File: src/sv/cubic_bezier_sampler_macros.svh
// Assertion macros for the cubic Bezier sampler.
`ifndef CUBIC_BEZIER_SAMPLER_MACROS_SVH
`define CUBIC_BEZIER_SAMPLER_MACROS_SVH
`ifndef NO_ASSERTIONS
`define CBS_ASSERT(lbl, prop, msg) \
  lbl: assert property (@(posedge clk) disable iff (rst) prop) else $error(msg);
`define CBS_ASSERT_RST(lbl, prop, msg) \
  lbl: assert property (@(posedge clk) prop) else $error(msg);
`else
`define CBS_ASSERT(lbl, prop, msg)
`define CBS_ASSERT_RST(lbl, prop, msg)
`endif
`endif

File: src/sv/cbs_pkg.sv
// Shared types and constants for the cubic Bezier sampler.
package cbs_pkg;
  localparam int IDX_W = 6;
  localparam int T_W = 17;
  localparam int NPTS = 12;
  localparam int DEF_MAX_SAMPLES = 64;
  localparam int DEF_COORD_WIDTH = 16;
  localparam logic [IDX_W-1:0] SEG_RESET = 6'd16;
  localparam logic [T_W-1:0] ONE_Q16 = 17'h10000;

  typedef struct packed {
    logic vld;
    logic [T_W-1:0] t;
    logic [IDX_W-1:0] idx;
    logic last;
  } sample_ctl_t;
endpackage

File: src/sv/cbs_front.sv
// Front end: segment register, item accept, segment count clamp and word queue.
module cbs_front #(
  parameter int MAX_SAMPLES = 64,
  parameter int CW = 16
) (
  input  logic clk,
  input  logic rst,
  input  logic cfg_we,
  input  logic [cbs_pkg::IDX_W-1:0] cfg_data,
  input  logic in_valid,
  output logic in_stall,
  input  logic [cbs_pkg::NPTS-1:0][CW-1:0] in_pts,
  input  logic pop,
  output logic q_ne,
  output logic [cbs_pkg::NPTS-1:0][CW-1:0] q_pts,
  output logic [cbs_pkg::IDX_W-1:0] q_n
);
  import cbs_pkg::*;

  localparam logic [IDX_W-1:0] NMAX = IDX_W'(MAX_SAMPLES - 1);

  logic [IDX_W-1:0] segments;
  logic [IDX_W-1:0] n_eff;
  logic [NPTS-1:0][CW-1:0] qpts [2];
  logic [IDX_W-1:0] qn [2];
  logic wp, rp;
  logic [1:0] cnt;
  logic push;

  assign push = in_valid && !in_stall;
  assign in_stall = cnt[1];
  assign q_ne = cnt != 2'd0;
  assign q_pts = qpts[rp];
  assign q_n = qn[rp];

  always_comb begin
    n_eff = (segments == '0) ? IDX_W'(1) : segments;
    if (n_eff > NMAX) n_eff = NMAX;
  end

  always_ff @(posedge clk) begin
    if (rst) begin
      segments <= SEG_RESET;
      wp <= 1'b0;
      rp <= 1'b0;
      cnt <= 2'd0;
    end else begin
      if (cfg_we) segments <= cfg_data;
      if (push) wp <= !wp;
      if (pop) rp <= !rp;
      cnt <= cnt + 2'(push) - 2'(pop);
    end
    if (push) begin
      qpts[wp] <= in_pts;
      qn[wp] <= n_eff;
    end
  end
endmodule

File: config.mk
export PLATFORM = sky130hd
export DESIGN_NAME = cbs_front
export DESIGN_NICKNAME = d
export VERILOG_FILES = /design/src/sv/cubic_bezier_sampler_macros.svh /design/src/sv/cbs_pkg.sv /design/src/sv/cbs_front.sv
export SDC_FILE = /design/constraint.sdc
export NUM_CORES = 1
export LEC_CHECK = 0
export BUFFER_PORTS_ARGS = -buffer_cell sky130_fd_sc_hd__buf_4
export CORE_MARGIN = 2
export CORE_UTILIZATION = 56
export CTS_CLUSTER_DIAMETER = 120
export DETAILED_ROUTE_END_ITERATION = 8
export PLACE_DENSITY = 0.84
export SYNTH_ARGS = -nofsm -noshare
export SYNTH_HDL_FRONTEND = slang
export SYNTH_SLANG_ARGS = --single-unit
File: constraint.sdc
create_clock -name clk -period 18.3 [get_ports clk]
set_input_delay 0.915 -clock clk [delete_from_list [all_inputs] [get_ports clk]]
set_output_delay 0.915 -clock clk [all_outputs]
set_load 0.01 [all_outputs]
==> flow_summary.yaml <==
outcome:
  status: "complete, no violations"
floorplanning:
  die_area_um2: 28410
  initial_core_util: 0.5657
  die_h_um: 168.5
  fp.dieW_um: 168.5
  io_pins: 403
  core_area_um2: 26800
  rows: 60
pwr:
  powerDensity_nw_per_um2: 114.3
  ir_drop_v: 0.00008192
  power_leakage_nw: 7.600
clock_network:
  insertion_delay_ps: 520
  clock_tree.root_cell: "clkbuf_16"
  cts_hold_buf: 0
  cts_tree: "done"
  cts_setup_buffers: 0
  path_clk_slew_ps: 60
  numClockSinks: 407
  htreeDepth: 2
  clockBufferDepth: 3
  cts.repair.resized: 0
  cts_buffers: 41
setup_path:
  rrSetupSlack_ps: 15080
  cp_slowest_cell: "dfxtp_4"
  reg2regPathDepth: 4
  worstPathArrival_ps: 3220
  path_cells: "buf_4 > mux2_2 > buf_4"
  slowest_delay_ps: 1010
  cp-start-kind: "flip-flop"
  critPathMostFrequentCell: "buf_4"
  r2r-end: "qpts[1][174]"
  end_kind: "output pin"
  path_class: "reg -> out"
  worstPathRequired_ps: 17390
  reg2reg_from: "cnt[1]"
  crit_buf_inv: 2
  cp_top_family: "buffers and inverters"
  crit_path_max_fanout: 72
timing:
  rsz0062_at_grt: "no"
  max_slew_margin: 0.2294
  setup_slack_ps: 14170
  slew_violations: 0
  finalSetupViolCount: 0
  clock.fmax_mhz: 242.1
  timing_hold_violations_final: 0
  fin_crit_sh: 0.2257
  worst_clock_skew_ps: 16.99
  tns_ps: 0
  hold_ws_ps: 484.6
  period_needed_ps: 4131
  tightest_slew_ps: 1156
place:
  port_buffers: 402
  pre_cts_slack_ps: 14450
  post-dp-hpwl_mm: 21.34
  globalplace.congestion: 0.7625
yosys:
  synth_nets: 870
  yosys.area.top_type: "edfxtp_1"
  ys_warn_count: 0
  ys_ff_latch: 407
  synth.top_cell.area_share: 0.7843
  yosysSeqAreaShare: 0.7988
  netlist_instances: 666
  synthFlopType: "edfxtp_1"
  ys_types: 21
  yosysMostFrequentCell: "edfxtp_1"
  synth_edf_count: 396
  async_flop_share: 0
  synthTopCellsByArea: "edfxtp_1 78%, mux2_4 10%, mux2_2 7.2%"
  synth_common_cells: "396 x edfxtp_1, 101 x mux2_4, 97 x mux2_2"
  synth_area_um2: 15160
  syn_area_per_cell_um2: 22.77
routing:
  vias_per_cell: 5.281
  wl_per_cell_um: 21.73
  drt_iter0_markers: 584
  drc: 0
  vias: 7721
  dr.pass1.iters: 4
  postRouteAntennaNets: 0
  wirelength_mm: 31.77
global_route:
  grt_pass1_wl_mm: 45.84
  grt_max_degree: 73
  overflow: 0
  grt_pass1_vias: 7929
  grt_use_total: 0.2158
  antenna_found_initial: 3
min_path:
  whs_endpoint: "qn[0][4]"
  min_path_cells: 0
  worstHoldPathType: "reg -> reg"
  worstHoldStart: "segments[4]"
layout:
  drive_gt1_frac: 0.5959
  nets: 1294
  antenna_cells: 0
  area_growth_pct: 30.24
job:
  cap_violations: 0
==> layer usage <==
layer,global-route usage,wire length (um),vias to the layer above
li1,-,-,3486
met1,0.2570,11880,3800
met2,0.3727,16110,368
met3,0.07178,2846,63
met4,0.07159,903,4
met5,0,23,-
==> power by group <==
group          total, mW  internal (mW)  switching, mW
registers           1.14           1.11         0.0258
logic              0.326          0.174          0.151
clock network      0.792          0.471          0.321
==> worst max path at each step <==
stage                         start           end  slack (ps)  cells after the start
after detailed placement   in_valid  qpts[1][152]       14450                      5
after global routing      flip-flop     q_pts[50]       13990                      3
after CTS                 flip-flop     q_pts[50]       14090                      3
after global placement     in_valid  qpts[1][149]       14440                      5
final                     flip-flop     q_pts[50]       14170                      3
after floorplan            in_valid      qn[0][0]        8280                      2
==> flip-flops by register name, summed over array words and instances (netlist names), named ones only <==
register and count:
rp 1, qpts 384, cnt 2, wp 1, qn 12, segments 6
==> worst reg2reg max path, cell delays in order (launching register included) <==
cell	delay [ps]
dfxtp_1	350
nand2b_1	300
nor2_4	780
buf_4	620
buf_4	760
==> through the flow <==
stage	total power, mW	instances	utilization	area (um^2)
finish	2.257	1462	0.7368	19750
global route	2.338	1462	0.7368	19750
CTS	2.279	1462	0.7368	19750
detailed placement	1.486	1388	0.6886	18450
global placement	1.474	1388	0.6886	18450
floorplan	1.344	666	-	15160
==> placed cells by master, fill, tap and decap left out, types with 2 or more instances in the layout <==
| cell type | Yosys | layout |
|---|---|---|
| buf_4 | 0 | 410 |
| bufinv_16 | 0 | 3 |
| clkbuf_1 | 6 | 9 |
| clkbuf_16 | 0 | 43 |
| clkinv_1 | 0 | 9 |
| clkinv_2 | 0 | 7 |
| clkinvlp_4 | 0 | 2 |
| dfxtp_1 | 11 | 10 |
| edfxtp_1 | 396 | 396 |
| mux2_2 | 97 | 97 |
| mux2_4 | 101 | 101 |
| mux2i_1 | 5 | 5 |
| nor2_1 | 10 | 8 |
| nor2_4 | 0 | 2 |
| nor2b_1 | 3 | 3 |
| nor3_1 | 2 | 2 |
| xnor2_1 | 3 | 3 |
==> final cells by class <==
type | count | area (um^2)
flip-flops and latches | 407 | 12120
fillers | 1530 | 7054
repair buffers | 410 | 3078
multi-input cells | 229 | 2830
clock buffers | 52 | 1110
well taps | 341 | 426.7
clock inverters | 22 | 182.7
inverters | 1 | 3.754
==> cell families (layout without fill, tap and decap cells) <==
family / count (synthesis) / after routing / share of synthesized area
mux: 203 / 203 / 0.1754
flops: 407 / 407 / 0.7988
fa+ha+maj: 1 / 1 / 0.0008251
xor+xnor: 3 / 3 / 0.001733
buf+inv: 30 / 485 / 0.01551
compound gates: 3 / 3 / 0.001568
simple gates: 19 / 19 / 0.006190
Power figures use the tool's default switching activity.
