==> config.mk <==
export PLATFORM = sky130hd
export DESIGN_NAME = cbs_seq
export DESIGN_NICKNAME = d
export VERILOG_FILES = /design/src/sv/cubic_bezier_sampler_macros.svh /design/src/sv/cbs_pkg.sv /design/src/sv/cbs_seq.sv
export SDC_FILE = /design/constraint.sdc
export NUM_CORES = 1
export LEC_CHECK = 0
export ABC_AREA = 1
export BUFFER_PORTS_ARGS = -buffer_cell sky130_fd_sc_hd__buf_2
export CORE_AREA = 2 2 165 167
export DETAILED_ROUTE_END_ITERATION = 8
export DIE_AREA = 0 0 167 169
export PLACE_DENSITY = 0.72
export SKIP_CTS_REPAIR_TIMING = 1
export SLEW_MARGIN = 20
export SYNTH_ARGS = -nofsm -noshare
export SYNTH_HDL_FRONTEND = slang
export SYNTH_SLANG_ARGS = --single-unit
==> constraint.sdc <==
create_clock -name clk -period 12.1 [get_ports clk]
set_clock_uncertainty 0.2 [all_clocks]
set_input_delay 0.605 -clock clk [delete_from_list [all_inputs] [get_ports clk]]
set_output_delay 0.605 -clock clk [all_outputs]
set_load 0.05 [all_outputs]
==> src/sv/cubic_bezier_sampler_macros.svh <==
// Assertion macros for the cubic Bezier sampler.
`ifndef CUBIC_BEZIER_SAMPLER_MACROS_SVH
`define CUBIC_BEZIER_SAMPLER_MACROS_SVH
`ifndef NO_ASSERTIONS
`define CBS_ASSERT(lbl, prop, msg) \
  lbl: assert property (@(posedge clk) disable iff (rst) prop) else $error(msg);
`define CBS_ASSERT_RST(lbl, prop, msg) \
  lbl: assert property (@(posedge clk) prop) else $error(msg);
`else
`define CBS_ASSERT(lbl, prop, msg)
`define CBS_ASSERT_RST(lbl, prop, msg)
`endif
`endif

==> src/sv/cbs_pkg.sv <==
// Shared types and constants for the cubic Bezier sampler.
package cbs_pkg;
  localparam int IDX_W = 6;
  localparam int T_W = 17;
  localparam int NPTS = 12;
  localparam int DEF_MAX_SAMPLES = 64;
  localparam int DEF_COORD_WIDTH = 16;
  localparam logic [IDX_W-1:0] SEG_RESET = 6'd16;
  localparam logic [T_W-1:0] ONE_Q16 = 17'h10000;

  typedef struct packed {
    logic vld;
    logic [T_W-1:0] t;
    logic [IDX_W-1:0] idx;
    logic last;
  } sample_ctl_t;
endpackage

==> src/sv/cbs_seq.sv <==
// Back-end sequencer: step divider for 1/N and the per-sample t generator.
module cbs_seq #(
  parameter int CW = 16
) (
  input  logic clk,
  input  logic rst,
  input  logic q_ne,
  input  logic [cbs_pkg::NPTS-1:0][CW-1:0] q_pts,
  input  logic [cbs_pkg::IDX_W-1:0] q_n,
  output logic pop,
  input  logic adv,
  output cbs_pkg::sample_ctl_t ctl,
  output logic [cbs_pkg::NPTS-1:0][CW-1:0] pts
);
  import cbs_pkg::*;

  localparam logic [1:0] S_IDLE = 2'd0;
  localparam logic [1:0] S_DIV = 2'd1;
  localparam logic [1:0] S_RUN = 2'd2;

  logic [1:0] state;
  logic [IDX_W-1:0] n, i;
  logic [4:0] cnt;
  logic [IDX_W:0] rem, rem_sh, rem_next;
  logic [T_W-1:0] quo, quo_next;
  logic [T_W-1:0] qstep, tq;
  logic [IDX_W-1:0] rstep, r;
  logic [IDX_W:0] r2;
  logic is_last;

  assign pop = (state == S_IDLE) && q_ne;
  assign is_last = i == n;

  always_comb begin
    rem_sh = {rem[IDX_W-1:0], (cnt == 5'd16)};
    quo_next = {quo[T_W-2:0], 1'b0};
    rem_next = rem_sh;
    if (rem_sh >= {1'b0, n}) begin
      rem_next = rem_sh - {1'b0, n};
      quo_next[0] = 1'b1;
    end
    r2 = {1'b0, r} + {1'b0, rstep};
  end

  always_comb begin
    ctl.vld = (state == S_RUN) && adv;
    ctl.t = (tq > ONE_Q16) ? ONE_Q16 : tq;
    ctl.idx = i;
    ctl.last = is_last;
  end

  always_ff @(posedge clk) begin
    if (rst) begin
      state <= S_IDLE;
    end else begin
      case (state)
        S_IDLE: if (q_ne) state <= S_DIV;
        S_DIV: if (cnt == 5'd0) state <= S_RUN;
        S_RUN: if (adv && is_last) state <= S_IDLE;
        default: state <= S_IDLE;
      endcase
    end
    case (state)
      S_IDLE: begin
        pts <= q_pts;
        n <= q_n;
        rem <= '0;
        quo <= '0;
        cnt <= 5'd16;
      end
      S_DIV: begin
        rem <= rem_next;
        quo <= quo_next;
        cnt <= cnt - 5'd1;
        if (cnt == 5'd0) begin
          qstep <= quo_next;
          rstep <= rem_next[IDX_W-1:0];
          i <= '0;
          tq <= '0;
          r <= n >> 1;
        end
      end
      S_RUN: begin
        if (adv) begin
          i <= i + IDX_W'(1);
          if (r2 >= {1'b0, n}) begin
            r <= IDX_W'(r2 - {1'b0, n});
            tq <= tq + qstep + T_W'(1);
          end else begin
            r <= r2[IDX_W-1:0];
            tq <= tq + qstep;
          end
        end
      end
      default: ;
    endcase
  end
endmodule

==> results.sh, run 1 <==
export IMPL_routed_antenna_nets=0
export IMPL_outcome="complete, no violations"
export IMPL_final_util_pct=57.07
export IMPL_ys_ff_latch=279
export IMPL_postRouteWirelength_mm=34.71
export IMPL_setup_violators_final=0
export IMPL_grt_max_degree=82
export IMPL_final_max_slew_violation_count=0
export IMPL_cts_reportedPaths_clkPinSlew_ns=0.06
export IMPL_port_buffers=419
export IMPL_synth_fp_nets=1150
export IMPL_dpl_instance_area_mm2=0.01410
export IMPL_average_size_of_a_mapped_cell_um2=12.76
export IMPL_cts_root_buf="sky130_fd_sc_hd__clkbuf_16"
export IMPL_max_cap_violations=0
export IMPL_placement_rows=60
export IMPL_post_drt_via_cell_ratio=4.970
export IMPL_setup_worst_path_start="state[1]$_SDFFE_PP0P_"
export IMPL_htreeDepth=1
export IMPL_synth_mux_area_fraction_pct=0
export IMPL_max_vdd_ir_drop_mv=0.1274
export IMPL_hold_viol=0
export IMPL_setup_worst_path_end_class="primary output"
export IMPL_seqCellArea_mm2=0.008358
export IMPL_criticalPathCategory="reg2out"
export IMPL_worstHoldPathType="in2reg"
export IMPL_grt_overflow_total=0
export IMPL_critPathArrivalTime_ns=3.16
export IMPL_cp_required_ns=11.30
export IMPL_setup_worst_path_start_class="flop"
export IMPL_via_count_of_the_first_global_routing_pass=8278
export IMPL_fin_tns_setup_ns=0
export IMPL_whs_ns=0.02949
export IMPL_leakagePower_nw=6.852
export IMPL_drt_pass1_iterations=5
export IMPL_worst_pin_slew_ns=1.069
export IMPL_grt_setup_unrepaired="false"
export IMPL_areal_power_density_over_the_cells_mw_per_mm2=186.2
export IMPL_io_pins=420
export IMPL_netlist_area_mm2=0.01158
export IMPL_detailed_place_hpwl_mm=26.63
export IMPL_fp_coreArea_mm2=0.02650
export IMPL_path_max_fanout=29
export IMPL_worst_r2r_startpoint="rstep[0]$_DFFE_PP_"
export IMPL_gp_congestion=0.8754
export IMPL_clock_path_buffers=3
export IMPL_critical_path_endpoint="ctl[24]"
export IMPL_min_period_over_period_pct=32.81
export IMPL_maximum_clock_frequency_mhz=251.9
export IMPL_cts_buffers_inserted=29
export IMPL_first_iter_violations=671
export IMPL_num_fill_cells=2246
export IMPL_insertion_delay_ns=0.54
export IMPL_synth_sequential_area_ratio_pct=72.19
export IMPL_design_area_mm2=0.01512
export IMPL_timing_final_crit_period_ns=3.970
export IMPL_worst_r2r_path_cells=17
export IMPL_tritoncts="yes"
export IMPL_slew_headroom_pct=28.75
export IMPL_count_of_distinct_cell_types_in_the_synthesized_netlist=43
export IMPL_syn_to_final_growth_pct=30.64
export IMPL_fp_dieH_um=169
export IMPL_post_synth_and_or_nand_nor_area_fraction_pct=13.60
export IMPL_floorplan_initialDensity_pct=43.69
export IMPL_multi_input_comb_area_mm2=0.002700
export IMPL_detail_route_drc_violations=0
export IMPL_antenna_found_initial=12
export IMPL_numClockSinks=279
export IMPL_grt_pass1_wl_mm=49.66
export IMPL_critical_path_reg2reg_endpoint="tq[13]$_SDFFCE_PN0P_"
export IMPL_final_layout_size_suffix_gt1_share_pct=36.88
export IMPL_groute_usage_overall_pct=23.56
export IMPL_ys_warn_count=0
export IMPL_yosys_area_share_xor_xnor_pct=0.8322
export IMPL_reg2reg_setup_slack_ns=8.18
export IMPL_die_area_mm2=0.02822
export IMPL_largest_family_of_logic_cells_by_synthesized_area="simple AND/OR/NAND/NOR gates"
export IMPL_detailroute_via_count=8564
export IMPL_drt_wirelength_per_cell_um=20.15
export IMPL_synth_compound_area_share_pct=3.988
export IMPL_floorplan_die_width_um=167
export IMPL_layout_nets=1593
export IMPL_syn_inst=907
export IMPL_synthAdderAreaFrac_pct=4.690
-- metrics by stage --
| step | std cells | power, mW | setup WS, ns |
|---|---|---|---|
| floorplan | 907 | 1.741 | 1.560 |
| global placement | 1660 | 1.890 | 8.228 |
| detailed placement | 1660 | 1.896 | 8.186 |
| CTS | 1713 | 2.833 | 8.187 |
| global route | 1723 | 2.925 | 7.825 |
| finish | 1723 | 2.816 | 8.130 |
-- worst max-delay path, stage by stage (launching register included) --
cell	delay, ns
sky130_fd_sc_hd__dfxtp_1	0.38
sky130_fd_sc_hd__clkinv_1	0.75
sky130_fd_sc_hd__nor2_1	0.29
sky130_fd_sc_hd__buf_4	0.33
sky130_fd_sc_hd__inv_1	0.30
sky130_fd_sc_hd__nor2_1	0.25
sky130_fd_sc_hd__buf_2	0.30
-- sequential cells by signal, summed over array words and instances (netlist names), 5 cells and up --
signal,cells
cnt,5
i,6
n,6
pts,192
qstep,17
quo,16
r,6
rem,6
rstep,6
tq,17
-- per-layer routing --
| metal | up-vias | track usage [%] | share of wire, % | routed length (um) |
|---|---|---|---|---|
| li1 | 4028 | - | - | - |
| met1 | 4106 | 29.63 | 38 | 13360 |
| met2 | 381 | 36.12 | 47 | 16220 |
| met3 | 47 | 11.18 | 13 | 4378 |
| met4 | 2 | 7.646 | 2.1 | 740 |
| met5 | - | 0 | 0.037 | 13 |
-- power by group --
group          leakage, nW  internal (mW)  switching, mW
registers             2.83           1.19         0.0384
logic                 3.53          0.146          0.502
clock network        0.487          0.566          0.369
-- final cells by class --
type	count	share of cell area (%)
sequential	279	55.26
multi-input combinational	487	17.85
timing repair buffer	424	14.11
clock buffer	32	4.873
inverter	129	3.202
tap	341	2.821
clock inverter	21	1.712
antenna	10	0.1655
-- kinds of logic (layout without fill, tap and decap cells) --
logic type | Yosys count | count (layout)
other | 0 | 10
flip-flops | 279 | 279
AO/OA/AOI/OAI | 84 | 84
buffers and inverters | 141 | 606
adder cells (fa/ha/maj) | 41 | 41
AND/OR/NAND/NOR | 351 | 351
XOR/XNOR | 11 | 11
-- cells in the final DEF, fill, tap and decap left out, types with 6 or more instances in the layout --
cell type and count:
sky130_fd_sc_hd__a211oi_1 6, sky130_fd_sc_hd__nand4_1 9, sky130_fd_sc_hd__inv_1 126, sky130_fd_sc_hd__nand2_2 15, sky130_fd_sc_hd__nor2_1 84, sky130_fd_sc_hd__ha_1 37, sky130_fd_sc_hd__nand3_1 45, sky130_fd_sc_hd__bufinv_16 6
sky130_fd_sc_hd__clkinv_1 8, sky130_fd_sc_hd__edfxtp_1 277, sky130_fd_sc_hd__buf_2 419, sky130_fd_sc_hd__nand2_1 161, sky130_fd_sc_hd__clkbuf_16 29, sky130_fd_sc_hd__xor2_1 6, sky130_fd_sc_hd__o21ai_0 23, sky130_fd_sc_hd__diode_2 10
sky130_fd_sc_hd__a21oi_1 42, sky130_fd_sc_hd__nor3_1 11
-- synthesized netlist by cell type --
library cell / instances / area [um2]
sky130_fd_sc_hd__a211oi_1: 6 / 45.04
sky130_fd_sc_hd__a21boi_1: 1 / 7.510
sky130_fd_sc_hd__a21o_1: 1 / 7.510
sky130_fd_sc_hd__a21oi_1: 42 / 210.2
sky130_fd_sc_hd__a21oi_2: 1 / 8.760
sky130_fd_sc_hd__a311oi_1: 1 / 8.760
sky130_fd_sc_hd__a31oi_1: 3 / 18.77
sky130_fd_sc_hd__and2_1: 1 / 6.260
sky130_fd_sc_hd__and3_1: 2 / 12.51
sky130_fd_sc_hd__buf_1: 1 / 3.750
sky130_fd_sc_hd__buf_2: 3 / 15.01
sky130_fd_sc_hd__buf_4: 3 / 22.52
sky130_fd_sc_hd__clkbuf_1: 5 / 18.77
sky130_fd_sc_hd__dfxtp_1: 2 / 40.04
sky130_fd_sc_hd__edfxtp_1: 277 / 8318
sky130_fd_sc_hd__fa_1: 4 / 80.08
sky130_fd_sc_hd__ha_1: 37 / 462.9
sky130_fd_sc_hd__inv_1: 127 / 476.7
sky130_fd_sc_hd__inv_2: 2 / 7.510
sky130_fd_sc_hd__nand2_1: 161 / 604.3
sky130_fd_sc_hd__nand2_2: 15 / 93.84
sky130_fd_sc_hd__nand2_4: 2 / 22.52
sky130_fd_sc_hd__nand3_1: 45 / 225.2
sky130_fd_sc_hd__nand3_2: 5 / 50.05
sky130_fd_sc_hd__nand3_4: 1 / 17.52
sky130_fd_sc_hd__nand3b_1: 2 / 15.01
sky130_fd_sc_hd__nand3b_4: 1 / 20.02
sky130_fd_sc_hd__nand4_1: 9 / 56.30
sky130_fd_sc_hd__nor2_1: 85 / 319.1
sky130_fd_sc_hd__nor2_2: 4 / 25.02
sky130_fd_sc_hd__nor2_4: 1 / 11.26
sky130_fd_sc_hd__nor3_1: 11 / 55.05
sky130_fd_sc_hd__nor4_1: 2 / 12.51
sky130_fd_sc_hd__o211ai_1: 1 / 7.510
sky130_fd_sc_hd__o21a_1: 1 / 7.510
sky130_fd_sc_hd__o21ai_0: 23 / 115.1
sky130_fd_sc_hd__o21ai_1: 1 / 5.000
sky130_fd_sc_hd__o22ai_1: 2 / 12.51
sky130_fd_sc_hd__o31ai_1: 1 / 7.510
sky130_fd_sc_hd__or2_2: 3 / 18.77
sky130_fd_sc_hd__or2_4: 1 / 8.760
sky130_fd_sc_hd__xnor2_1: 5 / 43.79
sky130_fd_sc_hd__xor2_1: 6 / 52.55
-- how the worst min path moves through the flow --
stage	start	endpoint	slack (ns)	depth (start not counted)
after CTS	rst	state[1]$_SDFFE_PP0P_	0.009	2
after floorplan	quo[15]$_SDFFCE_PN0P_	qstep[16]$_DFFE_PP_	0.20	0
after detailed placement	quo[15]$_SDFFCE_PN0P_	qstep[16]$_DFFE_PP_	0.21	0
after global routing	q_pts[90]	pts[90]$_DFFE_PP_	0.01	1
final	rst	state[0]$_SDFFE_PP0P_	0.03	2
after global placement	quo[15]$_SDFFCE_PN0P_	qstep[16]$_DFFE_PP_	0.21	0
(Power assumes the default switching activity.)
==> run 2: changes to the inputs <==
- clock period: 12.1 -> 4.1 ns (I/O delays scaled with it)
==> results.sh, run 2 (synthesized netlist as in run 1, its figures left out) <==
export IMPL_p_seq_share_pct=43.4
export IMPL_areal_power_density_over_the_cells_mw_per_mm2=491.7
export IMPL_leakagePower_nw=7.693
export IMPL_largestRegisters="pts x192, qstep x17, tq x17"
export IMPL_largest_register_ffs=192
export IMPL_setup_violators_final=0
export IMPL_min_period_over_period_pct=89.17
export IMPL_p_sw_mw=2.773
export IMPL_maximum_clock_frequency_mhz=273.5
export IMPL_final_max_slew_violation_count=0
export IMPL_fp_coreArea_mm2=0.02650
export IMPL_cts_root_buf="sky130_fd_sc_hd__clkbuf_16"
export IMPL_drt_wirelength_per_cell_um=20.10
export IMPL_antenna_found_initial=9
export IMPL_max_vdd_ir_drop_mv=0.3864
export IMPL_setup_worst_path_end_class="flop"
export IMPL_internal_power_mw=5.633
export IMPL_dp_slack_ns=0.5037
export IMPL_detailroute_via_count=9521
export IMPL_dp_cells=1663
export IMPL_outcome="complete, no violations"
export IMPL_via_count_of_the_first_global_routing_pass=8373
export IMPL_die_area_mm2=0.02822
export IMPL_io_pins=420
export IMPL_share_of_total_power_in_the_clock_network_pct=31.4
export IMPL_max_cap_violations=0
export IMPL_floorplan_initialDensity_pct=43.69
export IMPL_floorplan_die_width_um=167
export IMPL_slew_headroom_pct=35.32
export IMPL_final_cell_count_no_fill=1922
export IMPL_insertion_delay_ns=0.54
export IMPL_largest_register="pts"
export IMPL_layout_cells_most_common_list="sky130_fd_sc_hd__buf_2, sky130_fd_sc_hd__edfxtp_1, sky130_fd_sc_hd__dlygate4sd3_1"
export IMPL_timing_final_crit_period_ns=3.656
export IMPL_worstHoldPathType="in2reg"
export IMPL_grt_pass1_wl_mm=49.88
export IMPL_detail_route_drc_violations=0
export IMPL_whs_ns=0.1753
export IMPL_dpl_instance_area_mm2=0.01413
export IMPL_htreeDepth=1
export IMPL_worst_pin_slew_ns=0.9643
export IMPL_routed_antenna_nets=0
export IMPL_grt_setup_unrepaired="false"
export IMPL_gp_congestion=0.8999
export IMPL_power_share_of_the_combinational_group_pct=25.2
export IMPL_cts_reportedPaths_clkPinSlew_ns=0.06
export IMPL_power_switching_fraction_pct=32.99
export IMPL_groute_usage_overall_pct=23.52
export IMPL_postRouteWirelength_mm=38.63
export IMPL_path_max_fanout=9
export IMPL_fp_dieH_um=169
export IMPL_port_buffers=419
export IMPL_detailed_place_hpwl_mm=26.82
export IMPL_postLayoutSetupSlackWorst_ns=0.4440
export IMPL_first_iter_violations=765
export IMPL_drt_pass1_iterations=5
export IMPL_tritoncts="yes"
export IMPL_final_common_cell="sky130_fd_sc_hd__buf_2"
export IMPL_post_drt_via_cell_ratio=4.954
export IMPL_cp_required_ns=4.17
export IMPL_final_util_pct=64.52
export IMPL_syn_to_final_growth_pct=47.68
export IMPL_hold_viol=0
export IMPL_clock_path_buffers=3
export IMPL_critPathArrivalTime_ns=3.73
export IMPL_numClockSinks=279
export IMPL_placement_rows=60
export IMPL_cts_buffers_inserted=28
export IMPL_layout_nets=1796
export IMPL_design_area_mm2=0.01710
export IMPL_criticalPathCategory="reg2reg"
export IMPL_grt_max_degree=134
export IMPL_final_layout_size_suffix_gt1_share_pct=32.40
export IMPL_setup_worst_path_start_class="flop"
export IMPL_grt_overflow_total=0
run 2: changes by cell type in the layout (fill, tap and decap cells not counted), moves of 2 or more:
cell,change
sky130_fd_sc_hd__bufinv_16,-2
sky130_fd_sc_hd__dlygate4sd3_1,+201
sky130_fd_sc_hd__clkinv_2,+3
sky130_fd_sc_hd__buf_4,+2
sky130_fd_sc_hd__diode_2,-3
sky130_fd_sc_hd__clkinv_1,-2
run 2: power groups by stage:
| stage | logic (mW) | registers [mW] | clock network (mW) |
|---|---|---|---|
| finish | 2.12 | 3.65 | 2.64 |
| global route | 2.26 | 3.67 | 2.77 |
| CTS | 1.93 | 3.63 | 2.65 |
| detailed placement | 1.92 | 3.68 | 0 |
| global placement | 1.90 | 3.68 | 0 |
| floorplan | 0.622 | 4.46 | 0 |
run 2: path summary, 6_finish.rpt:
check             cells past startpoint  slack [ns]                   from                   to
hold reg to reg                       0        0.22  quo[15]$_SDFFCE_PN0P_  qstep[16]$_DFFE_PP_
hold / removal                        2        0.18             q_pts[129]   pts[129]$_DFFE_PP_
setup / recovery                     17        0.44     rstep[0]$_DFFE_PP_  tq[7]$_SDFFCE_PN0P_
setup reg to reg                     17        0.44     rstep[0]$_DFFE_PP_  tq[7]$_SDFFCE_PN0P_
run 2: metrics by stage:
stage	setup TNS, ns	power, mW
after detailed placement	0	5.603
final	0	8.406
after global placement	0	5.583
after CTS	0	8.209
after floorplan	-0.1919	5.086
after global routing	0	8.705
run 2: per-layer routing:
metal / routed length [um] / GRT usage, %
met4: 843 / 6.747
met1: 14720 / 29.08
met3: 4402 / 11.97
met5: 34 / 0
met2: 18630 / 36.45
run 2: critical path: stages (launching register included):
cell	delay, ns
sky130_fd_sc_hd__edfxtp_1	0.37
sky130_fd_sc_hd__ha_1	0.24
sky130_fd_sc_hd__fa_1	0.43
sky130_fd_sc_hd__a31oi_1	0.20
sky130_fd_sc_hd__xor2_1	0.21
sky130_fd_sc_hd__inv_1	0.06
sky130_fd_sc_hd__ha_1	0.33
sky130_fd_sc_hd__nand2_1	0.08
sky130_fd_sc_hd__nor2_1	0.13
sky130_fd_sc_hd__nand2_1	0.08
sky130_fd_sc_hd__nand3_1	0.09
sky130_fd_sc_hd__nand2_1	0.05
sky130_fd_sc_hd__nand2_1	0.23
sky130_fd_sc_hd__buf_4	0.20
sky130_fd_sc_hd__buf_4	0.16
sky130_fd_sc_hd__nand2_1	0.07
sky130_fd_sc_hd__o21ai_0	0.20
sky130_fd_sc_hd__a21oi_1	0.06
run 2: cell type report:
type / instances / area (um2)
Fill cell: 1980 / 9403
Sequential cell: 279 / 8358
Tap cell: 341 / 426.7
Inverter: 129 / 484.2
Timing Repair Buffer: 628 / 4182
Clock buffer: 31 / 733.2
Clock inverter: 20 / 203.9
Antenna cell: 7 / 17.52
Multi-Input combinational cell: 487 / 2693
